===== src/md5_pkg.sv =====
// ----------------------------------------------------------------------------
// md5_pkg
// Shared constants, types and round functions of the MD5 digest engine.
// ----------------------------------------------------------------------------
package md5_pkg;

  localparam int unsigned BlkWords = 16;
  localparam int unsigned WordAw   = 4;

  localparam logic [31:0] ChainInit0 = 32'h67452301;
  localparam logic [31:0] ChainInit1 = 32'hefcdab89;
  localparam logic [31:0] ChainInit2 = 32'h98badcfe;
  localparam logic [31:0] ChainInit3 = 32'h10325476;

  localparam logic [7:0] PadByte = 8'h80;
  localparam logic [5:0] LenPos  = 6'd56;

  typedef enum logic [2:0] {
    StIdle,
    StPad,
    StLen,
    StRound,
    StFinal,
    StOut
  } md5_state_e;

  typedef logic [31:0] word_t;

  // Round constants.
  function automatic word_t round_k(input logic [5:0] r);
    word_t k;
    case (r)
      6'd0:  k = 32'hd76aa478; 6'd1:  k = 32'he8c7b756;
      6'd2:  k = 32'h242070db; 6'd3:  k = 32'hc1bdceee;
      6'd4:  k = 32'hf57c0faf; 6'd5:  k = 32'h4787c62a;
      6'd6:  k = 32'ha8304613; 6'd7:  k = 32'hfd469501;
      6'd8:  k = 32'h698098d8; 6'd9:  k = 32'h8b44f7af;
      6'd10: k = 32'hffff5bb1; 6'd11: k = 32'h895cd7be;
      6'd12: k = 32'h6b901122; 6'd13: k = 32'hfd987193;
      6'd14: k = 32'ha679438e; 6'd15: k = 32'h49b40821;
      6'd16: k = 32'hf61e2562; 6'd17: k = 32'hc040b340;
      6'd18: k = 32'h265e5a51; 6'd19: k = 32'he9b6c7aa;
      6'd20: k = 32'hd62f105d; 6'd21: k = 32'h02441453;
      6'd22: k = 32'hd8a1e681; 6'd23: k = 32'he7d3fbc8;
      6'd24: k = 32'h21e1cde6; 6'd25: k = 32'hc33707d6;
      6'd26: k = 32'hf4d50d87; 6'd27: k = 32'h455a14ed;
      6'd28: k = 32'ha9e3e905; 6'd29: k = 32'hfcefa3f8;
      6'd30: k = 32'h676f02d9; 6'd31: k = 32'h8d2a4c8a;
      6'd32: k = 32'hfffa3942; 6'd33: k = 32'h8771f681;
      6'd34: k = 32'h6d9d6122; 6'd35: k = 32'hfde5380c;
      6'd36: k = 32'ha4beea44; 6'd37: k = 32'h4bdecfa9;
      6'd38: k = 32'hf6bb4b60; 6'd39: k = 32'hbebfbc70;
      6'd40: k = 32'h289b7ec6; 6'd41: k = 32'heaa127fa;
      6'd42: k = 32'hd4ef3085; 6'd43: k = 32'h04881d05;
      6'd44: k = 32'hd9d4d039; 6'd45: k = 32'he6db99e5;
      6'd46: k = 32'h1fa27cf8; 6'd47: k = 32'hc4ac5665;
      6'd48: k = 32'hf4292244; 6'd49: k = 32'h432aff97;
      6'd50: k = 32'hab9423a7; 6'd51: k = 32'hfc93a039;
      6'd52: k = 32'h655b59c3; 6'd53: k = 32'h8f0ccc92;
      6'd54: k = 32'hffeff47d; 6'd55: k = 32'h85845dd1;
      6'd56: k = 32'h6fa87e4f; 6'd57: k = 32'hfe2ce6e0;
      6'd58: k = 32'ha3014314; 6'd59: k = 32'h4e0811a1;
      6'd60: k = 32'hf7537e82; 6'd61: k = 32'hbd3af235;
      6'd62: k = 32'h2ad7d2bb; default: k = 32'heb86d391;
    endcase
    return k;
  endfunction

  // Message word used by round r.
  function automatic logic [3:0] msg_sel(input logic [5:0] r);
    logic [3:0] g;
    case (r[5:4])
      2'd0:    g = r[3:0];
      2'd1:    g = 4'(5 * r[3:0] + 1);
      2'd2:    g = 4'(3 * r[3:0] + 5);
      default: g = 4'(7 * r[3:0]);
    endcase
    return g;
  endfunction

  // Rotate amount of round r.
  function automatic logic [4:0] rot_sel(input logic [5:0] r);
    logic [4:0] s;
    case ({r[5:4], r[1:0]})
      4'h0: s = 5'd7;  4'h1: s = 5'd12; 4'h2: s = 5'd17; 4'h3: s = 5'd22;
      4'h4: s = 5'd5;  4'h5: s = 5'd9;  4'h6: s = 5'd14; 4'h7: s = 5'd20;
      4'h8: s = 5'd4;  4'h9: s = 5'd11; 4'ha: s = 5'd16; 4'hb: s = 5'd23;
      4'hc: s = 5'd6;  4'hd: s = 5'd10; 4'he: s = 5'd15; default: s = 5'd21;
    endcase
    return s;
  endfunction

endpackage


===== src/md5_ram.sv =====
// ----------------------------------------------------------------------------
// md5_ram
// Generic single-port-write, single-read RAM with registered read data.
// ----------------------------------------------------------------------------
module md5_ram #(
  parameter int unsigned Width = 32,
  parameter int unsigned Depth = 16
) (
  input  logic                     clk_i,
  input  logic                     we_i,
  input  logic [$clog2(Depth)-1:0] waddr_i,
  input  logic [Width-1:0]         wdata_i,
  input  logic [$clog2(Depth)-1:0] raddr_i,
  output logic [Width-1:0]         rdata_o
);

  logic [Width-1:0] mem_q [Depth];

  // Write port and registered read.
  always_ff @(posedge clk_i) begin
    if (we_i) begin
      mem_q[waddr_i] <= wdata_i;
    end
    rdata_o <= mem_q[raddr_i];
  end

endmodule


===== src/md5_round.sv =====
// ----------------------------------------------------------------------------
// md5_round
// One MD5 round step: mixes a, b, c, d with a message word and constant.
// ----------------------------------------------------------------------------
module md5_round (
  input  logic [5:0]          round_i,
  input  md5_pkg::word_t      a_i,
  input  md5_pkg::word_t      b_i,
  input  md5_pkg::word_t      c_i,
  input  md5_pkg::word_t      d_i,
  input  md5_pkg::word_t      w_i,
  output md5_pkg::word_t      b_o
);
  import md5_pkg::*;

  word_t      f;
  word_t      sum;
  logic [4:0] s;
  logic [63:0] dbl;

  // Boolean function per phase.
  always_comb begin
    case (round_i[5:4])
      2'd0:    f = (b_i & c_i) | (~b_i & d_i);
      2'd1:    f = (b_i & d_i) | (c_i & ~d_i);
      2'd2:    f = b_i ^ c_i ^ d_i;
      default: f = c_i ^ (b_i | ~d_i);
    endcase
  end

  assign sum = a_i + f + round_k(round_i) + w_i;
  assign s   = rot_sel(round_i);
  assign dbl = {sum, sum} << s;
  assign b_o = b_i + dbl[63:32];

endmodule


===== src/md5_digest_engine.sv =====
// ----------------------------------------------------------------------------
// md5_digest_engine
// MD5 digest over a byte stream; block buffer held in a word RAM.
// ----------------------------------------------------------------------------
// channel | dir | handshake                | payload
// in      | in  | in_valid_i / in_stall_o  | data_byte_i, byte_valid_i, last_i
// out     | out | out_valid_o / out_stall_i| digest_low_o, digest_high_o
//
// A data item that neither fills the block nor is last causes no stall.
// The 64th byte of a block starts 64 rounds, one round per cycle, paced
// by the single read port of the block RAM. A last item adds padding at
// one byte per cycle (up to 64 plus 8 length bytes) and one or two blocks.
// Reset restores the chaining words and clears the byte and bit counts.
// in_stall_o is high while a block or padding runs or a digest is unread.
module md5_digest_engine (
  input  logic        clk_i,
  input  logic        rst_ni,
  input  logic        in_valid_i,
  output logic        in_stall_o,
  input  logic [7:0]  data_byte_i,
  input  logic        byte_valid_i,
  input  logic        last_i,
  output logic        out_valid_o,
  input  logic        out_stall_i,
  output logic [63:0] digest_low_o,
  output logic [63:0] digest_high_o
);
  import md5_pkg::*;

  md5_state_e  state_q, state_d;
  word_t       h_q [4];
  word_t       a_q, b_q, c_q, d_q;
  logic [5:0]  fill_q, fill_d;
  logic [63:0] bits_q, len_q;
  logic [5:0]  rnd_q;
  logic        run_q;     // rounds running; low during the priming read
  logic [2:0]  lcnt_q;
  logic        pend_q;    // message ended, padding still to finish
  logic        zero_q;    // 0x80 already pushed, further pad bytes are zero
  logic [23:0] part_q;    // bytes 0..2 of the word being assembled
  logic        fin_q;     // last block of message

  // Byte push control.
  logic       push;
  logic [7:0] push_byte;
  logic       accept;
  logic       blk_full;

  // RAM port signals.
  logic              we;
  logic [WordAw-1:0] raddr;
  word_t             rdata, wdata, b_new;

  md5_ram #(.Width(32), .Depth(BlkWords)) u_ram (
    .clk_i   (clk_i),
    .we_i    (we),
    .waddr_i (fill_q[5:2]),
    .wdata_i (wdata),
    .raddr_i (raddr),
    .rdata_o (rdata)
  );

  md5_round u_round (
    .round_i (rnd_q),
    .a_i     (a_q),
    .b_i     (b_q),
    .c_i     (c_q),
    .d_i     (d_q),
    .w_i     (rdata),
    .b_o     (b_new)
  );

  assign accept     = in_valid_i && !in_stall_o;
  assign in_stall_o = (state_q != StIdle);
  assign wdata      = {push_byte, part_q};
  assign we         = push && (fill_q[1:0] == 2'd3);
  assign fill_d     = fill_q + 6'd1;
  assign blk_full   = push && (fill_q == 6'd63);
  // Priming step reads the word of round 0, each round reads the next one.
  assign raddr      = msg_sel(rnd_q + {5'd0, run_q});

  // Byte source per state.
  always_comb begin
    push      = 1'b0;
    push_byte = data_byte_i;
    case (state_q)
      StIdle: push = accept && byte_valid_i;
      StPad: begin
        push      = 1'b1;
        push_byte = zero_q ? 8'h00 : PadByte;
      end
      StLen: begin
        push      = 1'b1;
        push_byte = len_q[7:0];
      end
      default: push = 1'b0;
    endcase
  end

  // Next state.
  always_comb begin
    state_d = state_q;
    case (state_q)
      StIdle: begin
        if (accept) begin
          if (blk_full) state_d = StRound;
          else if (last_i) state_d = StPad;
        end
      end
      StPad: begin
        if (fill_q == 6'd63) state_d = StRound;
        else if (fill_d == LenPos) state_d = StLen;
      end
      StLen: begin
        if (lcnt_q == 3'd7) state_d = StRound;
      end
      StRound: begin
        if (run_q && rnd_q == 6'd63) state_d = StFinal;
      end
      StFinal: begin
        if (fin_q) state_d = StOut;
        else if (pend_q) state_d = StPad;
        else state_d = StIdle;
      end
      StOut: begin
        if (!out_stall_i) state_d = StIdle;
      end
      default: state_d = StIdle;
    endcase
  end

  always_ff @(posedge clk_i or negedge rst_ni) begin
    if (!rst_ni) begin
      state_q <= StIdle;
      fill_q  <= '0;
      bits_q  <= '0;
      len_q   <= '0;
      rnd_q   <= '0;
      run_q   <= 1'b0;
      lcnt_q  <= '0;
      pend_q  <= 1'b0;
      zero_q  <= 1'b0;
      fin_q   <= 1'b0;
      part_q  <= '0;
      a_q     <= '0;
      b_q     <= '0;
      c_q     <= '0;
      d_q     <= '0;
      h_q[0]  <= ChainInit0;
      h_q[1]  <= ChainInit1;
      h_q[2]  <= ChainInit2;
      h_q[3]  <= ChainInit3;
    end else begin
      state_q <= state_d;
      if (push) begin
        fill_q <= fill_d;
        part_q <= {push_byte, part_q[23:8]};
      end
      if (accept && byte_valid_i) bits_q <= bits_q + 64'd8;
      if (accept && last_i) begin
        len_q  <= bits_q + (byte_valid_i ? 64'd8 : 64'd0);
        pend_q <= 1'b1;
      end
      // Padding bookkeeping.
      if (state_q == StPad) zero_q <= 1'b1;
      if (state_q == StLen) begin
        len_q  <= len_q >> 8;
        lcnt_q <= lcnt_q + 3'd1;
        if (lcnt_q == 3'd7) fin_q <= 1'b1;
      end
      // Rounds: one priming step, then 64 rounds.
      if (state_q == StRound) begin
        if (!run_q) begin
          run_q <= 1'b1;
          a_q <= h_q[0]; b_q <= h_q[1]; c_q <= h_q[2]; d_q <= h_q[3];
        end else begin
          rnd_q <= rnd_q + 6'd1;
          a_q <= d_q; d_q <= c_q; c_q <= b_q; b_q <= b_new;
          if (rnd_q == 6'd63) run_q <= 1'b0;
        end
      end
      if (state_q == StFinal) begin
        h_q[0] <= h_q[0] + a_q;
        h_q[1] <= h_q[1] + b_q;
        h_q[2] <= h_q[2] + c_q;
        h_q[3] <= h_q[3] + d_q;
      end
      if (state_q == StOut && !out_stall_i) begin
        h_q[0] <= ChainInit0;
        h_q[1] <= ChainInit1;
        h_q[2] <= ChainInit2;
        h_q[3] <= ChainInit3;
        bits_q <= '0;
        fin_q  <= 1'b0;
        pend_q <= 1'b0;
        zero_q <= 1'b0;
      end
    end
  end

  assign out_valid_o   = (state_q == StOut);
  assign digest_low_o  = {h_q[1], h_q[0]};
  assign digest_high_o = {h_q[3], h_q[2]};

  // Assertions.
  a_no_accept_busy: assert property (@(posedge clk_i) disable iff (!rst_ni)
    (state_q != StIdle) |-> !accept) else $error("accept while busy");
  a_out_only_final: assert property (@(posedge clk_i) disable iff (!rst_ni)
    $rose(out_valid_o) |-> $past(state_q) == StFinal) else $error("bad output");
  a_fill_word: assert property (@(posedge clk_i) disable iff (!rst_ni)
    (state_q == StRound) |-> fill_q == 6'd0) else $error("fill not aligned");
  a_out_hold: assert property (@(posedge clk_i) disable iff (!rst_ni)
    (out_valid_o && out_stall_i) |=> (out_valid_o && $stable(digest_low_o)
    && $stable(digest_high_o))) else $error("digest changed while stalled");

endmodule

===== config.mk =====
export PLATFORM = sky130hd
export DESIGN_NAME = md5_digest_engine
export DESIGN_NICKNAME = d
export VERILOG_FILES = /design/src/md5_pkg.sv /design/src/md5_ram.sv /design/src/md5_round.sv /design/src/md5_digest_engine.sv
export SDC_FILE = /design/constraint.sdc
export NUM_CORES = 2
export LEC_CHECK = 0
export BUFFER_PORTS_ARGS = -buffer_cell sky130_fd_sc_hd__buf_4
export CAP_MARGIN = 20
export CORE_AREA = 2 2 380 382
export DETAILED_ROUTE_END_ITERATION = 8
export DIE_AREA = 0 0 382 384
export PLACE_DENSITY = 0.61
export SLEW_MARGIN = 20
export SYNTH_ARGS = -nofsm -noshare
export SYNTH_HDL_FRONTEND = slang
export SYNTH_SLANG_ARGS = --single-unit

===== constraint.sdc =====
create_clock -name clk_i -period 8.3 [get_ports clk_i]
set_input_delay 1.245 -clock clk_i [delete_from_list [all_inputs] [get_ports clk_i]]
set_output_delay 1.245 -clock clk_i [all_outputs]
set_load 0.02 [all_outputs]

* After elaboration in Yosys (flattened, before gate mapping)
Memory sizes are Yosys's and may differ from the RTL's. A register that Yosys moved wholly into a read port is not among the register bits.
Index checks and enable logic that the tools add are counted.
** Word-level totals
- Register bits :: 430
- Bits in writable memories :: 512
- Memory bits (read-only) :: 2128
- Input bits :: 14
- Output and inout bits :: 130
- Word-level logic and storage cells :: 136
- Memories kept :: 3
** Memories
- (name not given) :: depth 64, width 32, read ports 1, clocked after Yosys merged registers in 0, wr ports 0, line md5_pkg.sv:32 : case (r)
- u_ram.mem_q :: depth 16, width 32, read ports 1, clocked after Yosys merged registers in 1, wr ports 1, line md5_ram.sv:17 : logic [Width-1:0] mem_q [Depth];
- (name not given) :: depth 16, width 5, read ports 1, clocked after Yosys merged registers in 0, wr ports 0, line md5_pkg.sv:84 : case ({r[5:4], r[1:0]})
** Operators by class
- Add/subtract/negate cells :: 16
- $mul :: 3
- Equality and inequality tests :: 20
- Shift-type cells :: 1
- Muxes and demuxes :: 38
- Bitwise gates (word level) :: 12
- Reduce and logical (&&, ||, !) cells :: 24
** Operator list (number)
- 32-bit adder :: 8
- 128-bit two-way mux :: 2
- 64-bit two-way mux :: 4
- 32-bit AND :: 4
- 32-bit two-way mux :: 4
- 32-bit bitwise OR :: 3
- 32-bit one-hot mux with 3 select lines :: 1
- 32-bit XOR :: 3
- 64-bit by 4-bit adder with 64-bit output :: 1
- 64-bit by 4-bit adder with 64-bit output (second input constant) :: 1
- 32-bit NOT :: 2
- 64-bit by 5-bit << shifter with 64-bit output :: 1
- 3-bit two-way mux :: 9
- 6-bit == test (second input constant) :: 3
- 3-bit one-hot mux with 6 select lines :: 1
- 8-bit one-hot mux with 2 select lines :: 1
- 2-bit nonzero test :: 7
- 6-bit by 1-bit adder with 6-bit output (second input constant) :: 2
- 1-bit two-way mux :: 12
- 4-bit one-hot mux with 3 select lines :: 1
- 3-bit == test (second input constant) :: 3
- 3-bit by 4-bit multiplier with 4-bit output (first input constant) :: 2
- 8-bit two-way mux :: 1
- 2-bit != test (second input constant) :: 4
- 20 further kinds :: 34

* Logic depth before layout (Yosys ltp)
- Depth after elaboration :: 10
- Gate-level depth with buffers :: 42
- Depth with buffers taken out :: 40

* Cells and area by module
Synthesis repeated with hierarchy kept, for this count alone.
** Unflattened totals
- Cell total of the unflattened synthesis :: 5495
- Area total of the unflattened synthesis :: 57871.8 um2
** By module, submodules not included
- md5_digest_engine :: times used 1, cells each 2800, area an instance 25702.2 um2, seq. area each 10765.3 um2
- md5_ram :: times used 1, cells each 838, area an instance 19835.3 um2, seq. area each 16015.4 um2
- md5_round :: times used 1, cells each 1857, area an instance 12334.3 um2, seq. area each 0.0 um2

* Worst setup path before layout
OpenSTA, ideal clock, no wires.
- Path type :: reg-to-reg
- Start point :: register rnd_q[0]
- End point :: register b_q[31]
- Setup time :: 0.124 ns
- Arrival time :: 8.871 ns
- Data required time :: 8.176 ns
- Path slack :: -0.695 ns
- Cell stages (with the launch flop) :: 41
- Buffers on the path :: 2
- Period minus slack after synthesis :: 8.995 ns
- Path through :: dfrtp_1 -> inv_1 -> ha_1 -> buf_2 -> clkbuf_1 -> nand2_1 -> a32o_1 -> o21ai_0 -> a21oi_1 -> fa_1 -> fa_1 -> inv_1 -> ha_1 -> fa_1 -> a211oi_2 -> o211ai_1 -> nand3_1 -> a21oi_1 -> [5 not listed] -> nor2_1 -> a21oi_1 -> o21a_1 -> mux2_2 -> ha_1 -> a211oi_1 -> o21ai_0 -> a31o_2 -> a31oi_1 -> o21ai_0 -> a21oi_1 -> o21ai_0 -> nand4_1 -> and4_1 -> o41ai_1 -> xnor2_1 -> mux2i_1 -> a211o_1
** Between the ends
- Word-level cells in the longest chain between the ends :: 6
- Elaborated cells on any way between the ends :: 7
- Classes of those cells :: add/sub (3); shift (1); mux (1); memory (2)
** Ends and longest elaborated chain
- start, declared :: line md5_digest_engine.sv:35 : logic [5:0] rnd_q;
- start signal, assigned :: line md5_digest_engine.sv:177 : rnd_q <= rnd_q + 6'd1;
- memory read 64 x 32 bit
- 32-bit adder (2 in a row) :: line md5_round.sv:31 : assign sum = a_i + f + round_k(round_i) + w_i;
- 64-bit by 5-bit << shifter with 64-bit output * :: line md5_round.sv:33 : assign dbl = {sum, sum} << s;
- 32-bit adder * :: line md5_round.sv:34 : assign b_o = b_i + dbl[63:32];
- 32-bit two-way mux * :: line md5_digest_engine.sv:173 : if (!run_q) begin
- end signal, assigned :: line md5_digest_engine.sv:175 : a_q <= h_q[0]; b_q <= h_q[1]; c_q <= h_q[2]; d_q <= h_q[3];
- end signal, assigned :: line md5_digest_engine.sv:178 : a_q <= d_q; d_q <= c_q; c_q <= b_q; b_q <= b_new;
- end, declared :: line md5_digest_engine.sv:32 : word_t a_q, b_q, c_q, d_q;
Mark *: on every way between the ends. The rest lies on a longest branch, timed or not.
A chain may end at the register's enable or synchronous reset.

* Worst setup path after layout
- Start point :: register rnd_q[0]
- End point :: register b_q[28]
The elaborated chain is that of the path after synthesis.

==> flow_metrics.tcl <==
set metrics [dict create \
    yosys.area.top_type_share_pct 27.1 \
    synth_top_family_by_area "compound AO/OA/AOI/OAI gates" \
    fin_tns_setup_ns -1.65 \
    syn_inst 5316 \
    finalHoldViolCount 0 \
    cts-root-buf "clkbuf_16" \
    drt_first_pass_iters 5 \
    synthMuxAreaShare_pct 10.2 \
    core_area_mm2 0.143 \
    critPathMaxStageDelay_ns 0.53 \
    cts.sinks 971 \
    synth_edf_count 512 \
    critical_path.startpoint_type "flop" \
    fin_nets 6253 \
    finalSetupViolCount 11 \
    hold_buffers 0 \
    crit_slowest_cell "fa_1" \
    grt-ovfl-total 0 \
    crit_type "reg -> reg" \
    synth_xor_area_share_pct 4.95 \
    yosys.area_share.simple_pct 11.6 \
    clk_pin_slew_worst_paths_ns 0.06 \
    dp_hpwl_um 137000 \
    async_reset_ff_share_pct 44.0 \
    tightest_slew_ns 1.17 \
    synthDistinctLibCells 105 \
    placed_area_mm2 0.0644 \
    post-route-period-util_pct 103 \
    grt_usage_pct 26.0 \
    final_area_mm2 0.0698 \
    synth_area_leaders "edfxtp_1 (27%), dfrtp_1 (16%), mux4_2 (5.4%)" \
    gp_congestion 0.977 \
    crit_top_cell "buf_4" \
    syn_area_mm2 0.0568 \
    avgSynthCellArea_um2 10.7 \
    cts_tree "yes" \
    via_count 45345 \
    synthAdderAreaFrac_pct 7.30 \
    design_power_total_mw 9.74 \
    dp_cells 7708 \
    htreeDepth 3 \
    io_buffers 143 \
    syn_nets 5620 \
    yosysTopAreaCell "edfxtp_1" \
    hold_path.class "in -> async" \
    synth.ff_latch_count 971 \
    fillers 12875 \
    cp_max_fo 4 \
    cp.required_ns 8.89 \
    final-max-slew-violation-count 0 \
    outcome "finished, violations left" \
    setup_ws_ns -0.274 \
    antenna_found_initial 5 \
    rsz0062_at_grt "yes" \
    pin_count 144 \
    yosysMostFrequentCell "nand2_1" \
    synthFlopType "edfxtp_1" \
    holdWs_ns 0.451 \
    cts_buffer_depth 3 \
    wire_per_inst_um 24.4 \
    drt_wl_total_um 194000 \
    initial_core_util_pct 39.8 \
    synth-compound-area-share_pct 15.4 \
    drt_iter0_markers 4149 \
    critical_path.endpoint_type "flop" \
    drive_above_1_share_pct 26.3 \
    p_leak_nw 27.0 \
    grt_pass1_wl_um 288000 \
    violations "negative setup slack" \
    slew-limit-headroom_pct 20.3 \
    die_width_um 382 \
    vias_per_cell 5.71 \
    arrival_ns 9.17 \
    area_growth_pct 22.8 \
    fp-row-count 139 \
    clock_latency_ns 0.75 \
    instances_no_fill 7943 \
    fmax_ghz 0.117 \
    grt_start_max_net_pins 252 \
    dieArea_mm2 0.147 \
    route.detailed.drc 0 \
    first_global_vias 44209 \
    ys_warn_count 0 \
    ys_seq_area_share_pct 47.1 \
    skew_ns 0.0906 \
    die_y_um 384 \
    numCtsBuffers 102 \
    fin_crit_ns 8.57 \
    p_per_area_mw_per_mm2 140 \
    ant_nets 0 \
    ir_drop_mv 0.206 \
    synth_common_cells "nand2_1 (522), edfxtp_1 (512), o21ai_0 (500), dfrtp_1 (363), a21oi_1 (357)" \
    cap_viol_max_count 0 \
]
-- flip-flops by register name, summed over array words and instances (netlist names) --
| name | count |
|---|---|
| u_ram.mem_q | 512 |
| digest_high_o | 64 |
| digest_low_o | 64 |
| len_q | 64 |
| bits_q | 61 |
| a_q | 32 |
| b_q | 32 |
| c_q | 32 |
| d_q | 32 |
| u_ram.rdata_o | 32 |
| part_q | 24 |
| fill_q | 6 |
| rnd_q | 6 |
| lcnt_q | 3 |
| state_q | 3 |
| fin_q | 1 |
| pend_q | 1 |
| run_q | 1 |
| zero_q | 1 |
-- final cells by class --
type	count	area, µm²	area share [%]
tap	1903	2380	3.41
multi-input combinational	3861	29900	42.9
sequential	971	26800	38.4
inverter	190	723	1.04
timing repair buffer	823	6540	9.38
clock inverter	47	510	0.732
clock buffer	147	2900	4.16
antenna	1	2.50	0.00359
-- cells by family after synthesis --
family	after synthesis
XOR/XNOR	320
flip-flops	971
buffers and inverters	484
AND/OR/NAND/NOR	1420
AO/OA/AOI/OAI	1428
multiplexers	403
adder cells (fa/ha/maj)	290
-- worst max-delay path: cells and delay by family, from the launching register on --
family                     cells  cell delay [ns]
AOI/OAI and AO/OA             18             3.74
adders and majority gates      6             1.98
buffers and inverters          8             1.11
and+or+nand+nor                6             0.77
DFF                            1             0.45
muxes                          1             0.35
-- per-layer routing --
layer,global-route usage [%],vias up,part of all wire (%)
met5,0,-,0
met4,10.8,0,4.3
met3,3.95,321,6.3
met2,41.6,1470,46
met1,35.4,22660,43
li1,-,20894,-
-- where the power goes --
| part | internal [mW] | switching, mW | total [mW] | leakage [nW] |
|---|---|---|---|---|
| registers | 5.04 | 0 | 5.04 | 9.58 |
| logic | 0.00693 | 0.0479 | 0.0548 | 15.8 |
| clock network | 2.61 | 2.04 | 4.65 | 1.66 |
| total | 7.65 | 2.09 | 9.74 | 27.0 |
-- per-stage QoR --
stage / setup WS (ns) / utilization (%)
after floorplan: 0.000100 / -
after global placement: -1.18 / 45.1
after detailed placement: -1.14 / 45.1
after CTS: -0.203 / 48.4
after global routing: -0.553 / 48.9
final: -0.274 / 48.9
-- placed cells by master, fill, tap and decap left out, drive strengths merged, types with 16 or more instances in the layout --
master  instances
or3            37
a211oi         71
nand2b         35
dfstp          64
nand4          44
xor2          143
o22ai          17
buf           823
mux2           47
o21ai         513
o21bai         24
ha            221
a22oi          57
mux2i         219
mux4          137
clkinv         40
a31oi          46
a21o           72
dfrtp         363
inv           189
o211ai        105
nor3           89
and4           16
fa             69
clkbuf        147
a21oi         359
or2            44
o31ai          25
nand2         522
nor2          327
nand3         155
xnor2         177
and3           31
edfxtp        512
dfxtp          32
nor2b          61
o21a           22
-- path summary, 6_finish.rpt --
kind / slack (ns) / cells past startpoint / start / endpoint
setup reg to reg: -0.27 / 39 / rnd_q[0] / b_q[28]
setup / recovery: -0.27 / 39 / rnd_q[0] / b_q[28]
hold reg to reg: 0.48 / 2 / lcnt_q[2] / lcnt_q[2]
min in group clk_i: 0.48 / 2 / lcnt_q[2] / lcnt_q[2]
max in group asynchronous: 6.31 / 2 / rst_ni / bits_q[22]
hold / removal: 0.45 / 1 / rst_ni / b_q[15]
-- what timing repair did --
action,in CTS,in global routing
resized for setup,250,130
buffers inserted,36,9
pin swaps,114,55
endpoints found under the setup margin,24,22
Note: power is estimated with default switching activity, not from simulation.
